File: config.mk
export PLATFORM = sky130hd
export DESIGN_NAME = dns_query_question_parser_core
export DESIGN_NICKNAME = d
export VERILOG_FILES = /design/src/dqqp_pkg.sv /design/src/dns_query_question_parser_core.sv
export SDC_FILE = /design/constraint.sdc
export NUM_CORES = 1
export LEC_CHECK = 0
export BUFFER_PORTS_ARGS = -buffer_cell sky130_fd_sc_hd__buf_2
export CORE_MARGIN = 2
export CORE_UTILIZATION = 45
export DETAILED_ROUTE_END_ITERATION = 6
export SETUP_SLACK_MARGIN = 0.15
export SLEW_MARGIN = 0
export SYNTH_ARGS = -nofsm -noshare
export SYNTH_HDL_FRONTEND = slang
export SYNTH_SLANG_ARGS = --single-unit
File: constraint.sdc
create_clock -name clk_i -period 27.3 [get_ports clk_i]
set_clock_uncertainty 0.2 [all_clocks]
set_input_delay 6.825 -clock clk_i [delete_from_list [all_inputs] [get_ports clk_i]]
set_output_delay 6.825 -clock clk_i [all_outputs]
set_load 0.01 [all_outputs]
File: src/dqqp_pkg.sv
// Package for the DNS query question parser: payload structs, phase and
// result-kind codes. No dependencies.
`default_nettype none

package dqqp_pkg;

  // Parser phases
  typedef enum logic [2:0] {
    PH_HEADER = 3'd0,
    PH_LENGTH = 3'd1,
    PH_CHARS  = 3'd2,
    PH_TAIL   = 3'd3,
    PH_SKIP   = 3'd4
  } phase_e;

  // Result kinds
  typedef enum logic [2:0] {
    KIND_CHAR      = 3'd0,
    KIND_QUERY_OK  = 3'd1,
    KIND_SHORT_HDR = 3'd2,
    KIND_RESPONSE  = 3'd3,
    KIND_TRUNCATED = 3'd4,
    KIND_NAME_LONG = 3'd5
  } kind_e;

  localparam int unsigned HeaderBytes = 12;
  localparam logic [7:0]  DotChar     = 8'h2E;

  typedef struct packed {
    logic [7:0] data_byte;
    logic       is_last;
  } in_t;

  typedef struct packed {
    kind_e       kind;
    logic [7:0]  name_char;
    logic [15:0] query_id;
    logic [15:0] flag_bits;
    logic [15:0] question_count;
    logic [15:0] answer_count;
    logic [15:0] authority_count;
    logic [15:0] additional_count;
    logic [15:0] query_type;
    logic [15:0] query_class;
    logic [7:0]  name_length;
    logic        final_result;
  } out_t;

endpackage

`default_nettype wire

File: src/dns_query_question_parser_core.sv
// DNS query header and first-question parser, top level.
// Depends on dqqp_pkg.
//
//  channel | direction | handshake                       | payload
//  --------+-----------+---------------------------------+----------------
//  in      | input     | in_valid_i / in_ready_o         | dqqp_pkg::in_t
//  out     | output    | out_valid_o / out_ready_i       | dqqp_pkg::out_t
//
// One message byte is taken per cycle while in_ready_o is high; the parse state updates in the cycle
// of acceptance and any result is registered into the output stage.
// A two-entry output stage (output register plus skid register) holds results;
// in_ready_o drops only while the skid register is occupied.
// Reset (rst_ni low, asynchronous) returns the parser to the header phase
// with all words cleared and drops both output entries.
`default_nettype none

module dns_query_question_parser_core #(
  parameter int unsigned MAX_NAME_LEN = 255
) (
  input  wire logic           clk_i,
  input  wire logic           rst_ni,
  input  wire logic           in_valid_i,
  output logic                in_ready_o,
  input  wire dqqp_pkg::in_t  in_data_i,
  output logic                out_valid_o,
  input  wire logic           out_ready_i,
  output dqqp_pkg::out_t      out_data_o
);

  localparam logic [7:0] MaxLen = 8'(MAX_NAME_LEN);

  // Parse state
  dqqp_pkg::phase_e phase_q, phase_d;
  logic [3:0]  bpos_q, bpos_d;
  logic [15:0] id_q, id_d, flags_q, flags_d, qd_q, qd_d;
  logic [15:0] an_q, an_d, ns_q, ns_d, ar_q, ar_d;
  logic [15:0] type_q, type_d, class_q, class_d;
  logic [7:0]  left_q, left_d, count_q, count_d;
  logic        first_q, first_d;

  // Step outcome
  logic             accept;
  logic             emit;
  dqqp_pkg::kind_e  emit_kind;
  logic [7:0]       emit_char;
  logic             restart;   // last byte of the message: clear all
  dqqp_pkg::out_t   result;

  // Output stage
  logic             out_valid_q, skid_valid_q;
  dqqp_pkg::out_t   out_q, skid_q;
  logic             pop, push;

  logic [7:0] b;
  logic       last;
  logic [3:0] bpos_inc;

  assign accept   = in_valid_i && in_ready_o;
  assign b        = in_data_i.data_byte;
  assign last     = in_data_i.is_last;
  assign bpos_inc = bpos_q + 4'd1;

  // Next-state logic: updated words first, then restart clears them
  always_comb begin
    phase_d   = phase_q;
    bpos_d    = bpos_q;
    id_d      = id_q;
    flags_d   = flags_q;
    qd_d      = qd_q;
    an_d      = an_q;
    ns_d      = ns_q;
    ar_d      = ar_q;
    type_d    = type_q;
    class_d   = class_q;
    left_d    = left_q;
    count_d   = count_q;
    first_d   = first_q;
    emit      = 1'b0;
    emit_kind = dqqp_pkg::KIND_CHAR;
    emit_char = 8'd0;
    restart   = 1'b0;

    unique case (phase_q)
      dqqp_pkg::PH_HEADER: begin
        // shift the byte into the word picked by the byte pair index
        case (bpos_q[3:1])
          3'd0:    id_d    = {id_q[7:0], b};
          3'd1:    flags_d = {flags_q[7:0], b};
          3'd2:    qd_d    = {qd_q[7:0], b};
          3'd3:    an_d    = {an_q[7:0], b};
          3'd4:    ns_d    = {ns_q[7:0], b};
          default: ar_d    = {ar_q[7:0], b};
        endcase
        bpos_d = bpos_inc;
        if (bpos_inc < 4'(dqqp_pkg::HeaderBytes)) begin
          if (last) begin
            emit = 1'b1; emit_kind = dqqp_pkg::KIND_SHORT_HDR; restart = 1'b1;
          end
        end else if (flags_d[15]) begin
          emit = 1'b1; emit_kind = dqqp_pkg::KIND_RESPONSE;
          restart = last;
          phase_d = dqqp_pkg::PH_SKIP;
        end else if (last) begin
          emit = 1'b1; emit_kind = dqqp_pkg::KIND_TRUNCATED; restart = 1'b1;
        end else begin
          phase_d = dqqp_pkg::PH_LENGTH;
          bpos_d  = 4'd0;
        end
      end

      dqqp_pkg::PH_LENGTH: begin
        if (b == 8'd0) begin
          if (last) begin
            emit = 1'b1; emit_kind = dqqp_pkg::KIND_TRUNCATED; restart = 1'b1;
          end else begin
            phase_d = dqqp_pkg::PH_TAIL;
            bpos_d  = 4'd0;
          end
        end else if (!first_q) begin
          // later label: a dot goes out first
          if (count_q >= MaxLen) begin
            emit = 1'b1; emit_kind = dqqp_pkg::KIND_NAME_LONG;
            restart = last;
            phase_d = dqqp_pkg::PH_SKIP;
          end else if (last) begin
            emit = 1'b1; emit_kind = dqqp_pkg::KIND_TRUNCATED; restart = 1'b1;
          end else begin
            count_d   = count_q + 8'd1;
            left_d    = b;
            phase_d   = dqqp_pkg::PH_CHARS;
            emit      = 1'b1;
            emit_char = dqqp_pkg::DotChar;
          end
        end else if (last) begin
          emit = 1'b1; emit_kind = dqqp_pkg::KIND_TRUNCATED; restart = 1'b1;
        end else begin
          first_d = 1'b0;
          left_d  = b;
          phase_d = dqqp_pkg::PH_CHARS;
        end
      end

      dqqp_pkg::PH_CHARS: begin
        if (count_q >= MaxLen) begin
          emit = 1'b1; emit_kind = dqqp_pkg::KIND_NAME_LONG;
          restart = last;
          phase_d = dqqp_pkg::PH_SKIP;
        end else if (last) begin
          emit = 1'b1; emit_kind = dqqp_pkg::KIND_TRUNCATED; restart = 1'b1;
        end else begin
          count_d   = count_q + 8'd1;
          left_d    = left_q - 8'd1;
          if (left_d == 8'd0) phase_d = dqqp_pkg::PH_LENGTH;
          emit      = 1'b1;
          emit_char = b;
        end
      end

      dqqp_pkg::PH_TAIL: begin
        if (bpos_q < 4'd2) type_d  = {type_q[7:0], b};
        else               class_d = {class_q[7:0], b};
        bpos_d = bpos_inc;
        if (bpos_inc >= 4'd4) begin
          emit = 1'b1; emit_kind = dqqp_pkg::KIND_QUERY_OK;
          restart = last;
          phase_d = dqqp_pkg::PH_SKIP;
        end else if (last) begin
          emit = 1'b1; emit_kind = dqqp_pkg::KIND_TRUNCATED; restart = 1'b1;
        end
      end

      default: begin
        // skip phase and unused codes: wait for the end of the message
        restart = last;
      end
    endcase
  end

  // Result formation from the updated words
  always_comb begin
    result.kind             = emit_kind;
    result.name_char        = emit_char;
    result.query_id         = id_d;
    result.flag_bits        = flags_d;
    result.question_count   = qd_d;
    result.answer_count     = an_d;
    result.authority_count  = ns_d;
    result.additional_count = ar_d;
    result.query_type       = type_d;
    result.query_class      = class_d;
    result.name_length      = count_d;
    result.final_result     = (emit_kind != dqqp_pkg::KIND_CHAR);
  end

  // Parse state registers
  always_ff @(posedge clk_i or negedge rst_ni) begin
    if (!rst_ni) begin
      phase_q <= dqqp_pkg::PH_HEADER;
      bpos_q  <= 4'd0;
      id_q    <= 16'd0;
      flags_q <= 16'd0;
      qd_q    <= 16'd0;
      an_q    <= 16'd0;
      ns_q    <= 16'd0;
      ar_q    <= 16'd0;
      type_q  <= 16'd0;
      class_q <= 16'd0;
      left_q  <= 8'd0;
      count_q <= 8'd0;
      first_q <= 1'b1;
    end else if (accept) begin
      if (restart) begin
        phase_q <= dqqp_pkg::PH_HEADER;
        bpos_q  <= 4'd0;
        id_q    <= 16'd0;
        flags_q <= 16'd0;
        qd_q    <= 16'd0;
        an_q    <= 16'd0;
        ns_q    <= 16'd0;
        ar_q    <= 16'd0;
        type_q  <= 16'd0;
        class_q <= 16'd0;
        left_q  <= 8'd0;
        count_q <= 8'd0;
        first_q <= 1'b1;
      end else begin
        phase_q <= phase_d;
        bpos_q  <= bpos_d;
        id_q    <= id_d;
        flags_q <= flags_d;
        qd_q    <= qd_d;
        an_q    <= an_d;
        ns_q    <= ns_d;
        ar_q    <= ar_d;
        type_q  <= type_d;
        class_q <= class_d;
        left_q  <= left_d;
        count_q <= count_d;
        first_q <= first_d;
      end
    end
  end

  // Output register with skid entry
  assign in_ready_o = !skid_valid_q;
  assign pop        = out_valid_q && out_ready_i;
  assign push       = accept && emit;

  always_ff @(posedge clk_i or negedge rst_ni) begin
    if (!rst_ni) begin
      out_valid_q  <= 1'b0;
      skid_valid_q <= 1'b0;
    end else if (skid_valid_q) begin
      if (pop) begin
        out_valid_q  <= 1'b1;
        skid_valid_q <= 1'b0;
      end
    end else if (push) begin
      if (!out_valid_q || pop) out_valid_q  <= 1'b1;
      else                     skid_valid_q <= 1'b1;
    end else if (pop) begin
      out_valid_q <= 1'b0;
    end
  end

  always_ff @(posedge clk_i) begin
    if (skid_valid_q) begin
      if (pop) out_q <= skid_q;
    end else if (push) begin
      if (!out_valid_q || pop) out_q  <= result;
      else                     skid_q <= result;
    end
  end

  assign out_valid_o = out_valid_q;
  assign out_data_o  = out_q;

endmodule

`default_nettype wire

==> summary.md, run 1 <==
| Metric | Value |
|---|---|
| Maximum VDD drop | `0.0000587 V` |
| WL final | `about 42 mm` |
| R2R Setup Slk | `22.99 ns` |
| Total grt overflow | `0` |
| XOR/XNOR share of the synthesized area | `0.00184` |
| Crit path buf inv count | `3` |
| Diodes inserted | `0` |
| H-tree levels | `2` |
| Post-synthesis mux area share | `0.164` |
| GRT Total Usage | `0.191` |
| CP max FO | `59` |
| P&R area growth vs syn | `15.1%` |
| Later-pin clock latency in the skew report | `0.57 ns` |
| Routed via count | `roughly 11000` |
| Synth Instances | `around 1200` |
| Hold depth | `1` |
| Main combinational cell family by area after synthesis | `multiplexers` |
| Cell family contributing the most delay on the critical path | `buffers and inverters` |
| Number of placed cells counting well taps | `~1800` |
| Unrepaired setup endpoints after global routing | `no` |
| CTS Buf Count | `47` |
| Die height | `210 µm` |
| Number of post-CTS setup repair buffers | `0` |
| Slew margin rel. | `0.247` |
| CP Data Required Time | `~27 ns` |
| Synth Area in Adders | `0.00263` |
| DR DRC count | `0` |
| Commonest non-fill, non-tap cell in the layout | `edfxtp_1` |
| Mapped Area | `0.0191 mm²` |
| Initial antenna violation count | `0` |
| Status | `completed` |
| Syn_nets | `1229` |
| CTS tree | `done` |
| NumNets Final | `1374` |
| CP max stage cell | `or4_1` |
| Seq/Total Area, Yosys | `0.669` |
| Synth Area in Compound Gates | `0.100` |
| Worst Hold Launch | `id_q[14]` |
| Syn. warnings | `0` |
| Die Area | `0.0440 mm²` |
| Initial drt markers | `887` |
| Post-Synth Simple-Gate Area | `0.0421` |
| P_leak | `0.00899 µW` |
| Max Root-Sink Buffers | `3` |
| Post-synth EDFFs | `between 200 and 300` |
| Core Rows | `75` |
| Max incr delay on CP | `0.59 ns` |
| Largest net degree at the start of global routing | `about 110` |
| Wire length per cell | `21.7 µm` |
| Tmin final | `9.71 ns` |
| Final Hold Fails | `0` |
| Vias in the first global route | `around 11000` |
| Initial Util | `0.455` |
| Initial DRT Pass Iterations | `5` |
| First-pass GRT wire length | `around 66 mm` |
| Cells along the critical path | `buf_2 > or4_1 > o21ai_2 > nand4_1 > o21ai_0 > nor3b_2 > buf_4 > buf_4` |
| Worst r2r src | `phase_q[2]` |
| Reg2Reg Depth | `7` |
| Syn Area/Cell | `15.7 µm²` |
| Primary FF master, synth | `edfxtp_1` |
| Post-cts sizing count | `0` |
| CTS sink cnt | `450` |
| Synth Register Bits | `450` |
| Layout Utilization | `0.524` |
| Max Fclk | `roughly 100 MHz` |
| Gp weighted congestion | `~0.86` |
| Crit share post-route | `0.356` |
| Clk slew on worst S/H paths | `0.06 ns` |
| Total power | `about 2300 µW` |
| Hold-fix buffer count after cts | `0` |
| Min-delay worst type | `reg -> reg` |
| Antenna Nets Post-Route | `0` |
| End of the worst hold path | `id_q[14]` |
| Commonest non-fill, non-tap cells in the layout | `edfxtp_1, mux2_2, buf_2` |
| Worst Setup End Kind | `flip-flop` |
| Core ar. | `~0.042 mm²` |
| PD cells | `around 100 mW/mm²` |
| Critical path class | `in -> reg` |
| Share of cells above drive strength 1 | `0.383` |
| I/O Buffers | `~160` |
| Critical R2R Capture | `skid_q[78]` |
| Fin. max-slew vios | `0` |
| # setup viols final | `0` |
| Die W | `210 µm` |
| Ports | `163` |
| Post-route cell area | `0.0219 mm²` |
| Least-Margin Pin Slew | `1.13 ns` |
| Finished Layout Cells | `1935` |
| WP data arrival | `9.73 ns` |
| DR vias/cell | `5.69` |
| Dpl hpwl | `24.7 mm` |
| Setup TNS Final | `0 ns` |
| Dpl cell area | `0.0204 mm²` |
| Asr flop ratio synth | `0.342` |
| Post-synth cell types | `a little under 80` |
| Clk root buf | `clkbuf_16` |
| Crit start category | `input port` |
| CP most frequent cell | `buf_4` |
| Max Cap Viol | `0` |
[through the flow]
step	setup WS [ns]	hold WS [ns]
after floorplan	8.07	0.267
after global placement	17.06	0.282
after detailed placement	17.04	0.285
final	17.59	0.299
after global routing	17.44	0.314
after CTS	17.64	0.302
[worst max path at each step]
stage                       from  cells past startpoint     endpoint  slack [ns]
floorplan           in_data_i[0]                      5    skid_q[0]        8.07
global placement    in_data_i[6]                      8   skid_q[59]       17.06
detailed placement  in_data_i[6]                      8  skid_q[126]       17.04
CTS                 in_data_i[6]                      8   skid_q[55]       17.64
global route        in_data_i[2]                      8   skid_q[12]       17.44
finish              in_data_i[6]                      8   skid_q[78]       17.59
[logic make-up after synthesis]
logic type | count (synthesis)
flip-flops | 450
multiplexers | 272
AO/OA/AOI/OAI | 239
AND/OR/NAND/NOR | 152
buffers and inverters | 91
XOR/XNOR | 4
adder cells (fa/ha/maj) | 4
[worst reg2reg max path, stage by stage, from the launching register on]
cell	delay (ns)
dfrtp_1	0.59
nor4b_1	0.82
o21ai_2	0.28
nand4_1	0.17
o21ai_0	0.24
nor3b_2	0.28
buf_4	0.53
buf_4	0.80
[power by group]
part	switching [µW]	leakage, µW	internal [µW]
Clock	268	0.000767	389
Sequential	62.1	0.00492	932
Combinational	361	0.00330	243
[sequential cells by signal, summed over array words and instances, names as in the netlist, 3 cells and up]
name and flops:
an_q 16, qd_q 16, ns_q 16, class_q 16, bpos_q 4, out_data_o 148
id_q 16, flags_q 16, count_q 8, phase_q 3, skid_q 148, ar_q 16
left_q 8, type_q 16
[area by class of cell]
class | instances | area (µm²)
sequential | 450 | 12700
tap | 539 | 674
multi-input combinational | 671 | 5970
clock buffer | 58 | 1240
fill | 3474 | 19900
clock inverter | 30 | 334
inverter | 11 | 46.3
timing repair buffer | 176 | 922
[metal layers]
layer / track usage / share of wire
met5: 0 / 0
met2: 0.289 / 0.45
met3: 0.0346 / 0.050
met1: 0.286 / 0.48
met4: 0.0506 / 0.017
[cell usage after synthesis, types with 3 or more instances]
cell type | n | share of area
nor3_2 | 3 | 0.0016
nor3_1 | 10 | 0.0026
ha_1 | 4 | 0.0026
or3_1 | 5 | 0.0016
o22ai_1 | 4 | 0.0013
a22oi_1 | 4 | 0.0016
buf_1 | 5 | 0.00098
nand2_1 | 39 | 0.0077
nand2b_1 | 7 | 0.0023
nor2_1 | 33 | 0.0065
a31oi_1 | 3 | 0.00098
and2_1 | 6 | 0.0020
a22o_1 | 129 | 0.059
a211oi_1 | 7 | 0.0028
nand3_1 | 10 | 0.0026
inv_1 | 9 | 0.0018
o211ai_1 | 5 | 0.0020
xnor2_1 | 3 | 0.0014
or4_1 | 3 | 0.0012
mux2i_1 | 3 | 0.0016
mux2_2 | 249 | 0.15
nor4_1 | 5 | 0.0016
nor2b_1 | 3 | 0.00098
and3_1 | 10 | 0.0033
edfxtp_1 | 296 | 0.47
dfrtp_1 | 153 | 0.20
buf_2 | 9 | 0.0024
nand4_1 | 3 | 0.00098
clkbuf_1 | 62 | 0.012
o21ai_1 | 3 | 0.00079
o21ai_0 | 14 | 0.0037
mux2_4 | 20 | 0.016
a21oi_1 | 19 | 0.0050
a211o_1 | 3 | 0.0014
o21a_1 | 4 | 0.0016
o31ai_1 | 13 | 0.0051
Power figures use the tool's default switching activity.
==> run 2, diff against run 1 <==
- PLACE_DENSITY: not set -> 0.65
- clock period: 27.3 -> 8.8 ns (I/O delays scaled with it)
==> summary.md, run 2 (synthesis gave the netlist of run 1 again) <==
| Metric | Value |
|---|---|
| Max Root-Sink Buffers | `3` |
| Routed via count | `11251` |
| Commonest non-fill, non-tap cells in the layout | `edfxtp_1, mux2_2, buf_2` |
| Hold WS | `approximately 0.3 ns` |
| R2R Setup Slk | `3.69 ns` |
| DR vias/cell | `5.82` |
| Max Fclk | `approximately 170 MHz` |
| Slew margin rel. | `0.169` |
| NumNets Final | `1373` |
| I/O Buffers | `162` |
| P&R area growth vs syn | `14.8%` |
| Tmin final | `5.96 ns` |
| Clk root buf | `clkbuf_16` |
| Ports | `163` |
| Clock share of power | `0.283` |
| CP max stage cell | `a21oi_4` |
| Max incr delay on CP | `around 0.88 ns` |
| CTS tree | `done` |
| Reg2Reg Depth | `7` |
| Wire length per cell | `around 22 µm` |
| P_leak | `0.00898 µW` |
| Vias in the first global route | `11284` |
| Worst Setup End Kind | `flip-flop` |
| Least-Margin Pin Slew | `1.25 ns` |
| Die W | `210 µm` |
| Switching power | `2170 µW` |
| Hold-fix buffer count after cts | `0` |
| Worst Hold Launch | `class_q[11]` |
| Die height | `210 µm` |
| Maximum VDD drop | `between 0.00015 and 0.0002 V` |
| Crit share post-route | `0.677` |
| Status | `completed` |
| CTS sink cnt | `between 400 and 500` |
| GRT Total Usage | `0.196` |
| Antenna Nets Post-Route | `0` |
| Share of cells above drive strength 1 | `0.382` |
| Fin. max-slew vios | `0` |
| Cells along the critical path | `buf_2 > or4_1 > o21ai_2 > nand4_1 > o21ai_0 > a21oi_4 > buf_4 > buf_4` |
| Dpl hpwl | `25.4 mm` |
| Clk slew on worst S/H paths | `0.06 ns` |
| Final Hold Fails | `0` |
| Crit path buf inv count | `3` |
| Commonest non-fill, non-tap cell in the layout | `edfxtp_1` |
| PD cells | `~320 mW/mm²` |
| Number of post-CTS setup repair buffers | `0` |
| Min-delay worst type | `reg -> reg` |
| Gp weighted congestion | `0.900` |
| Pre-CTS setup slack | `2.24 ns` |
| Die Area | `0.0440 mm²` |
| Worst r2r src | `phase_q[1]` |
| CP max FO | `63` |
| H-tree levels | `2` |
| # setup viols final | `0` |
| Crit start category | `input port` |
| Max Cap Viol | `0` |
| Cell family contributing the most delay on the critical path | `buffers and inverters` |
| Critical R2R Capture | `out_data_o[11]` |
| Initial Util | `0.455` |
| WL final | `approximately 43 mm` |
| End of the worst hold path | `class_q[11]` |
| CP most frequent cell | `buf_4` |
| Setup TNS Final | `0 ns` |
| Initial drt markers | `slightly above 800` |
| Core ar. | `0.0419 mm²` |
| Power Internal | `4790 µW` |
| CP Data Required Time | `8.80 ns` |
| DR DRC count | `0` |
| Sequential Power Share | `0.448` |
| Final worst-path setup slack | `2.84 ns` |
| Unrepaired setup endpoints after global routing | `no` |
| Critical path class | `in -> reg` |
| Switching share of total power | `0.311` |
| Diodes inserted | `0` |
| First-pass GRT wire length | `66.9 mm` |
| Total grt overflow | `0` |
| Initial DRT Pass Iterations | `5` |
| Largest net degree at the start of global routing | `approximately 100` |
| Gate power share | `0.269` |
| CTS Buf Count | `47` |
| WP data arrival | `5.96 ns` |
| Core Rows | `75` |
| Post-cts sizing count | `0` |
| Later-pin clock latency in the skew report | `0.57 ns` |
| Initial antenna violation count | `0` |
| Hold depth | `1` |
==> run 2: per-layer routing <==
layer / wire, µm / share of wire / GRT usage / vias up
met5: 0 / 0 / 0 / -
met4: 930 / 0.022 / 0.0558 / 0
met3: 2320 / 0.054 / 0.0380 / 71
met2: 19500 / 0.45 / 0.294 / 353
met1: 20200 / 0.47 / 0.291 / 5802
li1: - / - / - / 5025
==> run 2: power groups by stage <==
stage | registers (µW) | logic [µW] | clock network, µW
after floorplan | 3280 | 1130 | 0
after global placement | 3150 | 1860 | 0
after detailed placement | 3160 | 1890 | 0
after CTS | 3130 | 1900 | 2020
after global routing | 3160 | 2030 | 2100
final | 3120 | 1870 | 1970
==> run 2: through the flow <==
| stage | util | std cells | power [µW] | cell area, µm² |
|---|---|---|---|---|
| finish | 0.523 | 1934 | 6960 | 21900 |
| detailed placement | 0.486 | 1846 | 5040 | 20300 |
| floorplan | - | 1212 | 4400 | 19100 |
| CTS | 0.523 | 1934 | 7040 | 21900 |
| global route | 0.523 | 1934 | 7290 | 21900 |
| global placement | 0.486 | 1846 | 5010 | 20300 |
==> run 2: layout make-up <==
cell class / instances / area [µm²]
inverters: 11 / 46.3
flip-flops and latches: 450 / 12700
clock buffers: 61 / 1280
clock inverters: 27 / 243
multi-input cells: 671 / 5970
fillers: 3445 / 20000
well taps: 539 / 674
repair buffers: 175 / 915
==> run 2: worst max-delay path by stage <==
stage | from | to | depth (start not counted)
floorplan | in_data_i[0] | out_data_o[0] | 5
global placement | in_data_i[6] | out_data_o[63] | 8
detailed placement | in_data_i[6] | out_data_o[67] | 8
CTS | in_data_i[6] | out_data_o[14] | 8
global route | in_data_i[6] | out_data_o[11] | 8
finish | in_data_i[6] | out_data_o[11] | 8
